==> config.mk <==
export PLATFORM = sky130hd
export DESIGN_NAME = lru_key_value_cache
export DESIGN_NICKNAME = d
export VERILOG_FILES = /design/src/design/lru_kv_pkg.sv /design/src/design/lru_key_value_cache.sv /design/src/design/lru_kv_ctrl.sv /design/src/design/lru_kv_dp.sv
export SDC_FILE = /design/constraint.sdc
export NUM_CORES = 2
export LEC_CHECK = 0
export BUFFER_PORTS_ARGS = -buffer_cell sky130_fd_sc_hd__buf_2
export CAP_MARGIN = 10
export CORE_ASPECT_RATIO = 0.7
export CORE_MARGIN = 2
export CORE_UTILIZATION = 25
export CTS_CLUSTER_SIZE = 10
export DETAILED_ROUTE_END_ITERATION = 6
export HOLD_SLACK_MARGIN = 0.02
export PLACE_DENSITY = 0.4
export SYNTH_ARGS = -nofsm -noshare
export SYNTH_HDL_FRONTEND = slang
export SYNTH_SLANG_ARGS = --single-unit
export TNS_END_PERCENT = 100
==> constraint.sdc <==
create_clock -name clk -period 5.85 [get_ports clk]
set_input_delay 0.2925 -clock clk [delete_from_list [all_inputs] [get_ports clk]]
set_output_delay 0.2925 -clock clk [all_outputs]
set_load 0.005 [all_outputs]
==> src/design/lru_kv_pkg.sv <==
// Shared constants and types for the LRU key-value cache.
`default_nettype none
package lru_kv_pkg;

  localparam int ENTRIES     = 16;
  localparam int KEY_WIDTH   = 32;
  localparam int VALUE_WIDTH = 32;

  localparam int FIELD_W = 32;
  localparam int CNT_W   = 32;
  localparam int CAP_W   = 5;
  localparam int IDX_W   = $clog2(ENTRIES);
  localparam int RANK_W  = $clog2(ENTRIES);
  localparam int OCC_W   = $clog2(ENTRIES + 1);

  localparam int KEY_BITS = (KEY_WIDTH < FIELD_W) ? KEY_WIDTH : FIELD_W;
  localparam int VAL_BITS = (VALUE_WIDTH < FIELD_W) ? VALUE_WIDTH : FIELD_W;

  localparam logic [CAP_W-1:0] CAP_RESET = CAP_W'(16);

  localparam logic MODE_GET = 1'b0;
  localparam logic MODE_PUT = 1'b1;

  typedef struct packed {
    logic load;  // capture the incoming request
    logic exec;  // look up, update state and load the result
  } cmd_t;

endpackage
`default_nettype wire

==> src/design/lru_key_value_cache.sv <==
// Top level of the fully associative LRU key-value cache.
`default_nettype none
// Fully associative key-value cache of lru_kv_pkg::ENTRIES entries with
// least-recently-used replacement. Each request is a get (mode 0) or a put
// (mode 1); every request gives exactly one result with the hit flag, the
// value read on a get hit, the eviction flag and the three saturating
// counters. A request is first captured; then, in the update step, all
// entries compare the key in parallel and the recency ranks, entry
// store and counters are updated. A new request is taken the cycle after
// that update, while the previous result may still wait in the output
// register; the update step stalls only if that register is still full.
// Capacity (0 reads as 1, above the entry count as the entry count) may be
// written only while no request is in flight.
module lru_key_value_cache (
  input  wire                                 clk,
  input  wire                                 rst,
  input  wire                                 cfg_we,
  input  wire  [lru_kv_pkg::CAP_W-1:0]        cfg_data,
  input  wire                                 in_valid,
  output logic                                in_ready,
  input  wire                                 mode,
  input  wire  signed [lru_kv_pkg::FIELD_W-1:0] key,
  input  wire  signed [lru_kv_pkg::FIELD_W-1:0] value,
  output logic                                out_valid,
  input  wire                                 out_ready,
  output logic                                hit,
  output logic signed [lru_kv_pkg::FIELD_W-1:0] read_value,
  output logic                                evicted,
  output logic [lru_kv_pkg::CNT_W-1:0]        hit_total,
  output logic [lru_kv_pkg::CNT_W-1:0]        miss_total,
  output logic [lru_kv_pkg::CNT_W-1:0]        eviction_total
);

  lru_kv_pkg::cmd_t            cmd;
  logic [lru_kv_pkg::FIELD_W-1:0] read_value_u;

  lru_kv_ctrl u_ctrl (
    .clk       (clk),
    .rst       (rst),
    .in_valid  (in_valid),
    .in_ready  (in_ready),
    .out_valid (out_valid),
    .out_ready (out_ready),
    .cmd       (cmd)
  );

  lru_kv_dp u_dp (
    .clk            (clk),
    .rst            (rst),
    .cmd            (cmd),
    .cfg_we         (cfg_we),
    .cfg_data       (cfg_data),
    .mode           (mode),
    .key            (key),
    .value          (value),
    .hit            (hit),
    .read_value     (read_value_u),
    .evicted        (evicted),
    .hit_total      (hit_total),
    .miss_total     (miss_total),
    .eviction_total (eviction_total)
  );

  assign read_value = read_value_u;

endmodule
`default_nettype wire

==> src/design/lru_kv_ctrl.sv <==
// Request sequencing and output handshake for the LRU key-value cache.
`default_nettype none
module lru_kv_ctrl (
  input  wire              clk,
  input  wire              rst,
  input  wire              in_valid,
  output logic             in_ready,
  output logic             out_valid,
  input  wire              out_ready,
  output lru_kv_pkg::cmd_t cmd
);

  localparam logic [0:0] ST_IDLE = 1'b0;
  localparam logic [0:0] ST_EXEC = 1'b1;

  logic [0:0] state;
  logic [0:0] state_next;
  logic       out_valid_next;

  assign in_ready = (state == ST_IDLE);

  always_comb begin
    state_next = state;
    cmd.load   = 1'b0;
    cmd.exec   = 1'b0;
    unique case (state)
      ST_IDLE: begin
        if (in_valid) begin
          cmd.load   = 1'b1;
          state_next = ST_EXEC;
        end
      end
      ST_EXEC: begin
        // wait until the result register is free or being drained
        if (!out_valid || out_ready) begin
          cmd.exec   = 1'b1;
          state_next = ST_IDLE;
        end
      end
      default: state_next = ST_IDLE;
    endcase
  end

  always_comb begin
    out_valid_next = out_valid;
    if (cmd.exec) begin
      out_valid_next = 1'b1;
    end else if (out_ready) begin
      out_valid_next = 1'b0;
    end
  end

  always_ff @(posedge clk) begin
    if (rst) begin
      state     <= ST_IDLE;
      out_valid <= 1'b0;
    end else begin
      state     <= state_next;
      out_valid <= out_valid_next;
    end
  end

  a_exec_shows_result: assert property (@(posedge clk) disable iff (rst)
    cmd.exec |=> out_valid)
    else $error("result not presented after execute");

  a_load_then_exec: assert property (@(posedge clk) disable iff (rst)
    cmd.load |=> (state == ST_EXEC) && !in_ready)
    else $error("request captured but no execute pending");

  a_result_held: assert property (@(posedge clk) disable iff (rst)
    (out_valid && !out_ready) |=> out_valid)
    else $error("result dropped before it was taken");

endmodule
`default_nettype wire

==> src/design/lru_kv_dp.sv <==
// Entry store, recency ranks, counters and result register of the LRU cache.
`default_nettype none
module lru_kv_dp (
  input  wire                                  clk,
  input  wire                                  rst,
  input  lru_kv_pkg::cmd_t                     cmd,
  input  wire                                  cfg_we,
  input  wire  [lru_kv_pkg::CAP_W-1:0]         cfg_data,
  input  wire                                  mode,
  input  wire  [lru_kv_pkg::FIELD_W-1:0]       key,
  input  wire  [lru_kv_pkg::FIELD_W-1:0]       value,
  output logic                                 hit,
  output logic [lru_kv_pkg::FIELD_W-1:0]       read_value,
  output logic                                 evicted,
  output logic [lru_kv_pkg::CNT_W-1:0]         hit_total,
  output logic [lru_kv_pkg::CNT_W-1:0]         miss_total,
  output logic [lru_kv_pkg::CNT_W-1:0]         eviction_total
);

  localparam int N = lru_kv_pkg::ENTRIES;

  logic [lru_kv_pkg::CAP_W-1:0]    capacity;
  logic                            req_mode;
  logic [lru_kv_pkg::KEY_BITS-1:0] req_key;
  logic [lru_kv_pkg::VAL_BITS-1:0] req_value;

  logic [lru_kv_pkg::KEY_BITS-1:0] entry_keys   [N];
  logic [lru_kv_pkg::VAL_BITS-1:0] entry_values [N];
  logic [N-1:0]                    entry_valid;
  logic [lru_kv_pkg::RANK_W-1:0]   recency_rank [N];
  logic [lru_kv_pkg::OCC_W-1:0]    occupancy;
  logic [lru_kv_pkg::CNT_W-1:0]    hit_counter;
  logic [lru_kv_pkg::CNT_W-1:0]    miss_counter;
  logic [lru_kv_pkg::CNT_W-1:0]    eviction_counter;

  logic [N-1:0]                  match;
  logic [N-1:0]                  lru_match;
  logic                          found;
  logic [lru_kv_pkg::IDX_W-1:0]  found_idx;
  logic [lru_kv_pkg::IDX_W-1:0]  evict_idx;
  logic [lru_kv_pkg::IDX_W-1:0]  free_idx;
  logic [lru_kv_pkg::IDX_W-1:0]  slot;
  logic [lru_kv_pkg::OCC_W-1:0]  eff_cap;
  logic [lru_kv_pkg::OCC_W-1:0]  occ_dec;
  logic [lru_kv_pkg::RANK_W-1:0] lru_rank;
  logic [lru_kv_pkg::RANK_W-1:0] touch_rank;
  logic                          is_put;
  logic                          full;
  logic                          do_evict;
  logic                          do_insert;
  logic                          do_touch;

  // ranks of valid entries are always a permutation of 0..occupancy-1,
  // so the least recent entry is the one holding rank occupancy-1
  assign occ_dec  = occupancy - lru_kv_pkg::OCC_W'(1);
  assign lru_rank = occ_dec[lru_kv_pkg::RANK_W-1:0];

  always_comb begin
    for (int i = 0; i < N; i++) begin
      match[i]     = entry_valid[i] && (entry_keys[i] == req_key);
      lru_match[i] = entry_valid[i] && (recency_rank[i] == lru_rank);
    end
  end

  // lowest index wins in each encoder
  always_comb begin
    found_idx = '0;
    evict_idx = '0;
    free_idx  = '0;
    for (int i = N - 1; i >= 0; i--) begin
      if (match[i]) begin
        found_idx = lru_kv_pkg::IDX_W'(i);
      end
      if (lru_match[i]) begin
        evict_idx = lru_kv_pkg::IDX_W'(i);
      end
      if (!entry_valid[i]) begin
        free_idx = lru_kv_pkg::IDX_W'(i);
      end
    end
  end

  always_comb begin
    if (capacity == '0) begin
      eff_cap = lru_kv_pkg::OCC_W'(1);
    end else if (capacity > N) begin
      eff_cap = lru_kv_pkg::OCC_W'(N);
    end else begin
      eff_cap = lru_kv_pkg::OCC_W'(capacity);
    end
  end

  assign found      = |match;
  assign is_put     = (req_mode == lru_kv_pkg::MODE_PUT);
  assign full       = (occupancy >= eff_cap);
  assign do_evict   = is_put && !found && full;
  assign do_insert  = is_put && !found;
  assign do_touch   = found;
  assign slot       = do_evict ? evict_idx : free_idx;
  assign touch_rank = recency_rank[found_idx];

  always_ff @(posedge clk) begin
    if (rst) begin
      capacity <= lru_kv_pkg::CAP_RESET;
    end else if (cfg_we) begin
      capacity <= cfg_data;
    end
  end

  always_ff @(posedge clk) begin
    if (cmd.load) begin
      req_mode  <= mode;
      req_key   <= key[lru_kv_pkg::KEY_BITS-1:0];
      req_value <= value[lru_kv_pkg::VAL_BITS-1:0];
    end
  end

  // entry payload: no reset, only read where valid
  always_ff @(posedge clk) begin
    if (cmd.exec) begin
      if (do_insert) begin
        entry_keys[slot]   <= req_key;
        entry_values[slot] <= req_value;
      end else if (is_put && found) begin
        entry_values[found_idx] <= req_value;
      end
    end
  end

  always_ff @(posedge clk) begin
    if (rst) begin
      entry_valid <= '0;
      occupancy   <= '0;
      for (int i = 0; i < N; i++) begin
        recency_rank[i] <= '0;
      end
    end else if (cmd.exec) begin
      if (do_touch) begin
        for (int i = 0; i < N; i++) begin
          if (lru_kv_pkg::IDX_W'(i) == found_idx) begin
            recency_rank[i] <= '0;
          end else if (entry_valid[i] && (recency_rank[i] < touch_rank)) begin
            recency_rank[i] <= recency_rank[i] + lru_kv_pkg::RANK_W'(1);
          end
        end
      end else if (do_insert) begin
        for (int i = 0; i < N; i++) begin
          if (lru_kv_pkg::IDX_W'(i) == slot) begin
            recency_rank[i] <= '0;
          end else if (entry_valid[i]) begin
            recency_rank[i] <= recency_rank[i] + lru_kv_pkg::RANK_W'(1);
          end
        end
        entry_valid[slot] <= 1'b1;
        if (!do_evict) begin
          occupancy <= occupancy + lru_kv_pkg::OCC_W'(1);
        end
      end
    end
  end

  always_ff @(posedge clk) begin
    if (rst) begin
      hit_counter      <= '0;
      miss_counter     <= '0;
      eviction_counter <= '0;
    end else if (cmd.exec) begin
      if (!is_put && found && (hit_counter != '1)) begin
        hit_counter <= hit_counter + lru_kv_pkg::CNT_W'(1);
      end
      if (!is_put && !found && (miss_counter != '1)) begin
        miss_counter <= miss_counter + lru_kv_pkg::CNT_W'(1);
      end
      if (do_evict && (eviction_counter != '1)) begin
        eviction_counter <= eviction_counter + lru_kv_pkg::CNT_W'(1);
      end
    end
  end

  always_ff @(posedge clk) begin
    if (cmd.exec) begin
      hit     <= found;
      evicted <= do_evict;
      if (!is_put && found) begin
        read_value <= lru_kv_pkg::FIELD_W'(entry_values[found_idx]);
      end else begin
        read_value <= '0;
      end
    end
  end

  // counters only move on execute, which waits for the result to drain
  assign hit_total      = hit_counter;
  assign miss_total     = miss_counter;
  assign eviction_total = eviction_counter;

  a_occ_matches_valid: assert property (@(posedge clk) disable iff (rst)
    $countones(entry_valid) == int'(occupancy))
    else $error("occupancy out of step with valid entries");

  a_evict_has_victim: assert property (@(posedge clk) disable iff (rst)
    (cmd.exec && do_evict) |-> $onehot(lru_match))
    else $error("eviction without a unique least recent entry");

  a_insert_to_free: assert property (@(posedge clk) disable iff (rst)
    (cmd.exec && do_insert && !do_evict) |-> !entry_valid[slot])
    else $error("insert without eviction landed on a valid entry");

endmodule
`default_nettype wire

==> impl_metrics.toml <==
[outcome]
outcome = "finished clean"

[power_and_ir_drop]
power.density_nw_per_um2 = 284
internal_power_mw = 15.9
p_seq_share_pct = 50.5
pwr-share-comb_pct = 5.6
clkPwrFrac_pct = 43.8
peakVddDrop_mv = 0.177
p_leak_nw = 26.1
power.switching_mw = 4.77
swShare_pct = 23.1

[synthesis]
synth.area.top_cells = "edfxtp_1 (60%), xor2_1 (7.8%), dfxtp_1 (4.2%), mux2i_1 (3.1%), nor4_1 (2.1%)"
synth_top_area_share_pct = 60.0
ys_types = 89
yosysTopAreaCell = "edfxtp_1"
synth_edf_count = 1187
yosysWarningCount = 0
yosys_register_bits = 1311
async_flop_share_pct = 0
ys_seq_area_share_pct = 64.2
netlist_area_um2 = 59400
synth_nets = 4498
syn_avg_cell_area_um2 = 13.7
syn_inst = 4349
ys.flop_type = "edfxtp_1"

[sta]
slew_headroom_pct = 29.6
grt_setup_unrepaired = "false"
hold_viol = 0
post-route-period-util_pct = 97.8
report.final.slew_viol_count = 0
fmax_mhz = 175
setup-tns-final_ns = 0
worst_pin_slew_ns = 1.06
timing.hold.ws_ns = 0.161
min_period_ns = 5.72
fin_skew_ns = 0.0964
finalSetupViolCount = 0

[worst_setup_path]
crit_chain = "buf_4 > xor2_1 > or4_1 > or4_1 > buf_4 > o211ai_1 > a311o_2 > and2_1 > buf_12 > buf_4 > nand2_1 > nand3_1 > a21oi_1 > buf_4 > a21oi_1 > o221ai_2 > buf_12 > ha_1 > a211oi_1 > nand4b_1 > o211a_1 > o31ai_1 > buf_4 > a2111o_1"
crit_type = "reg2reg"
worst_r2r_path_depth = 24
crit_path_end = "u_dp.recency_rank[6][2]"
crit_start = "u_dp.req_key[24]"
required_ns = 6.35
rr_endpoint = "u_dp.recency_rank[6][2]"
arrival_ns = 6.22
path_max_fanout = 12
critPathMaxStageDelay_ns = 0.57
cpMostUsedCell = "buf_4"
cp-end-kind = "register"
cp_slowest_cell = "or4_1"
timing.rr.start = "u_dp.req_key[24]"
critPathLaunchType = "register"
r2r_slack_ns = 0.13

[global_routing]
first_global_vias = 37797
grt_overflow_total = 0
grt_pass1_wl_um = 288000
grt_max_degree = 105
grt_use_total_pct = 16.5
antenna_found_initial = 8

[route]
ant_nets = 0
drc = 0
m1WireLength_um = 108000
met3RoutedLength_um = 10300
met2_length_um = 81900
top_layer = "met4"
routed_wl_um = 203000
firstDrtPassIters = 5
via_per_inst = 4.69
drt_iter0_drc = 3168
vias = 38497
wl_per_cell_um = 24.8

[placed_design]
dp_hpwl_um = 135000
gp_congestion = 0.903
dpl.cell_count = 7899
io_buffers = 206

[layout]
drive_gt1_share_pct = 19.1
layout.cells.most_common_list = "edfxtp_1 (1187), xor2_1 (527), buf_4 (303)"
final_cells = 8210
syn_to_final_growth_pct = 22.4
layout_commonest_cell = "edfxtp_1"
fin_util_pct = 30.8
nNetsFinal = 5126

[floorplan]
core_area_um2 = 236000
dieArea_um2 = 242000
io_pins = 207
start_util_pct = 25.2
rows = 149
dieHeight_um = 412
die_x_um = 587

[min_path]
min_path_type = "in2reg"
hp-start = "key[15]"

[flow_run]
cap_violations = 0

[cts]
cts_sinks = 1311
clkLatencyLatePin_ns = 0.85
cts-htree-levels = 4
numCtsBuffers = 165
root_buffer = "clkbuf_16"
clk_pin_slew_worst_paths_ns = 0.06
cts_tree = "built"
clk_path_buf_depth = 4
worst max-delay path, delay by kind of cell, from the launching register on:
kind,cells,cell delay (ns)
DFF,1,0.43
and+or+nand+nor,6,1.68
buffers and inverters,7,1.20
xor gates and xnor gates,1,0.22
AOI/OAI and AO/OA,9,1.64
adders and majority gates,1,0.19
cells in the mapped netlist, drive strengths merged, types with 7 or more instances:
cell,number
nand3,102
inv,52
o211ai,17
and3,31
and2,27
o2111ai,15
nor3,66
nand2b,32
nand2,245
xor2,527
a31oi,13
edfxtp,1187
buf,101
or4,21
xnor3,20
nor2b,17
dfxtp,124
mux2,104
mux2i,182
a21boi,39
o311ai,7
and4,22
a22oi,33
ha,74
a21oi,165
o21ai,139
nor2,251
nand4,92
clkbuf,90
nor4b,12
nand4b,27
or3,41
o211a,9
o31ai,7
a221oi,7
a21o,9
nor4,202
a211oi,27
or2,9
xnor2,134
registers in the layout, summed over array words and instances, names as in the netlist:
signal	flops
u_dp.read_value	32
u_dp.miss_total	32
u_dp.capacity	5
u_ctrl.out_valid	1
u_dp.evicted	1
u_ctrl.state	1
u_dp.eviction_total	32
u_dp.req_value	32
u_dp.req_key	32
u_dp.occupancy	5
u_dp.is_put	1
u_dp.entry_values	512
u_dp.entry_keys	512
u_dp.entry_valid	16
u_dp.recency_rank	64
u_dp.hit	1
u_dp.hit_total	32
power groups by stage:
stage	sequential (mW)	clock (mW)	combinational, mW
2_1_floorplan	10.6	0	0.542
3_3_place_gp	10.6	0	1.12
3_5_place_dp	10.6	0	1.12
4_1_cts	10.5	9.38	1.17
5_1_grt	10.5	9.74	1.25
6_report	10.5	9.07	1.16
metal layers:
layer  vias to the layer above  global-route usage, %
met5                         -                      0
met4                         0                   3.06
met3                       217                   2.53
met2                      1059                   23.0
met1                     19546                   26.3
li1                      17675                      -
worst min-delay path by stage:
stage	to	cells past startpoint
final	u_dp.req_key[15]	2
after global routing	u_dp.req_key[15]	2
after CTS	u_dp.req_key[17]	2
after detailed placement	u_dp.req_value[24]	1
after global placement	u_dp.req_value[27]	1
after floorplan	u_dp.is_put	0
timing repair:
item / in CTS / in global routing
buffers inserted: 0 / 3
gates resized for setup: 2 / 26
pin swaps: 0 / 10
hold endpoints to repair: 82 / 0
setup endpoints to repair: 20 / 334
hold buffers: 79 / 0
area by class of cell:
type,instances,area [µm²]
flip-flops and latches,1311,38100
repair buffers,652,5380
diodes,4,10.0
inverters,53,199
fillers,23585,163000
well taps,3171,3970
clock buffers,204,4350
multi-input cells,2794,20600
clock inverters,21,143
kinds of logic (layout without fill, tap and decap cells):
family | after synthesis | count (layout) | share of synthesized area [%]
other | 0 | 4 | 0
muxes | 286 | 286 | 5.04
DFF | 1311 | 1311 | 64.2
AOI/OAI and AO/OA | 540 | 540 | 5.78
xor gates and xnor gates | 684 | 684 | 10.6
adders and majority gates | 74 | 74 | 1.56
buffers and inverters | 244 | 930 | 2.02
and+or+nand+nor | 1210 | 1210 | 10.8
metrics by stage:
step	area (µm²)	power [mW]	worst slack, ns
floorplan	59500	11.2	0.0652
global placement	67300	11.8	-0.0342
detailed placement	67300	11.8	-0.00207
CTS	72600	21.0	0.000338
global route	72700	21.5	0.00266
finish	72700	20.7	0.129
(Power assumes the default switching activity.)
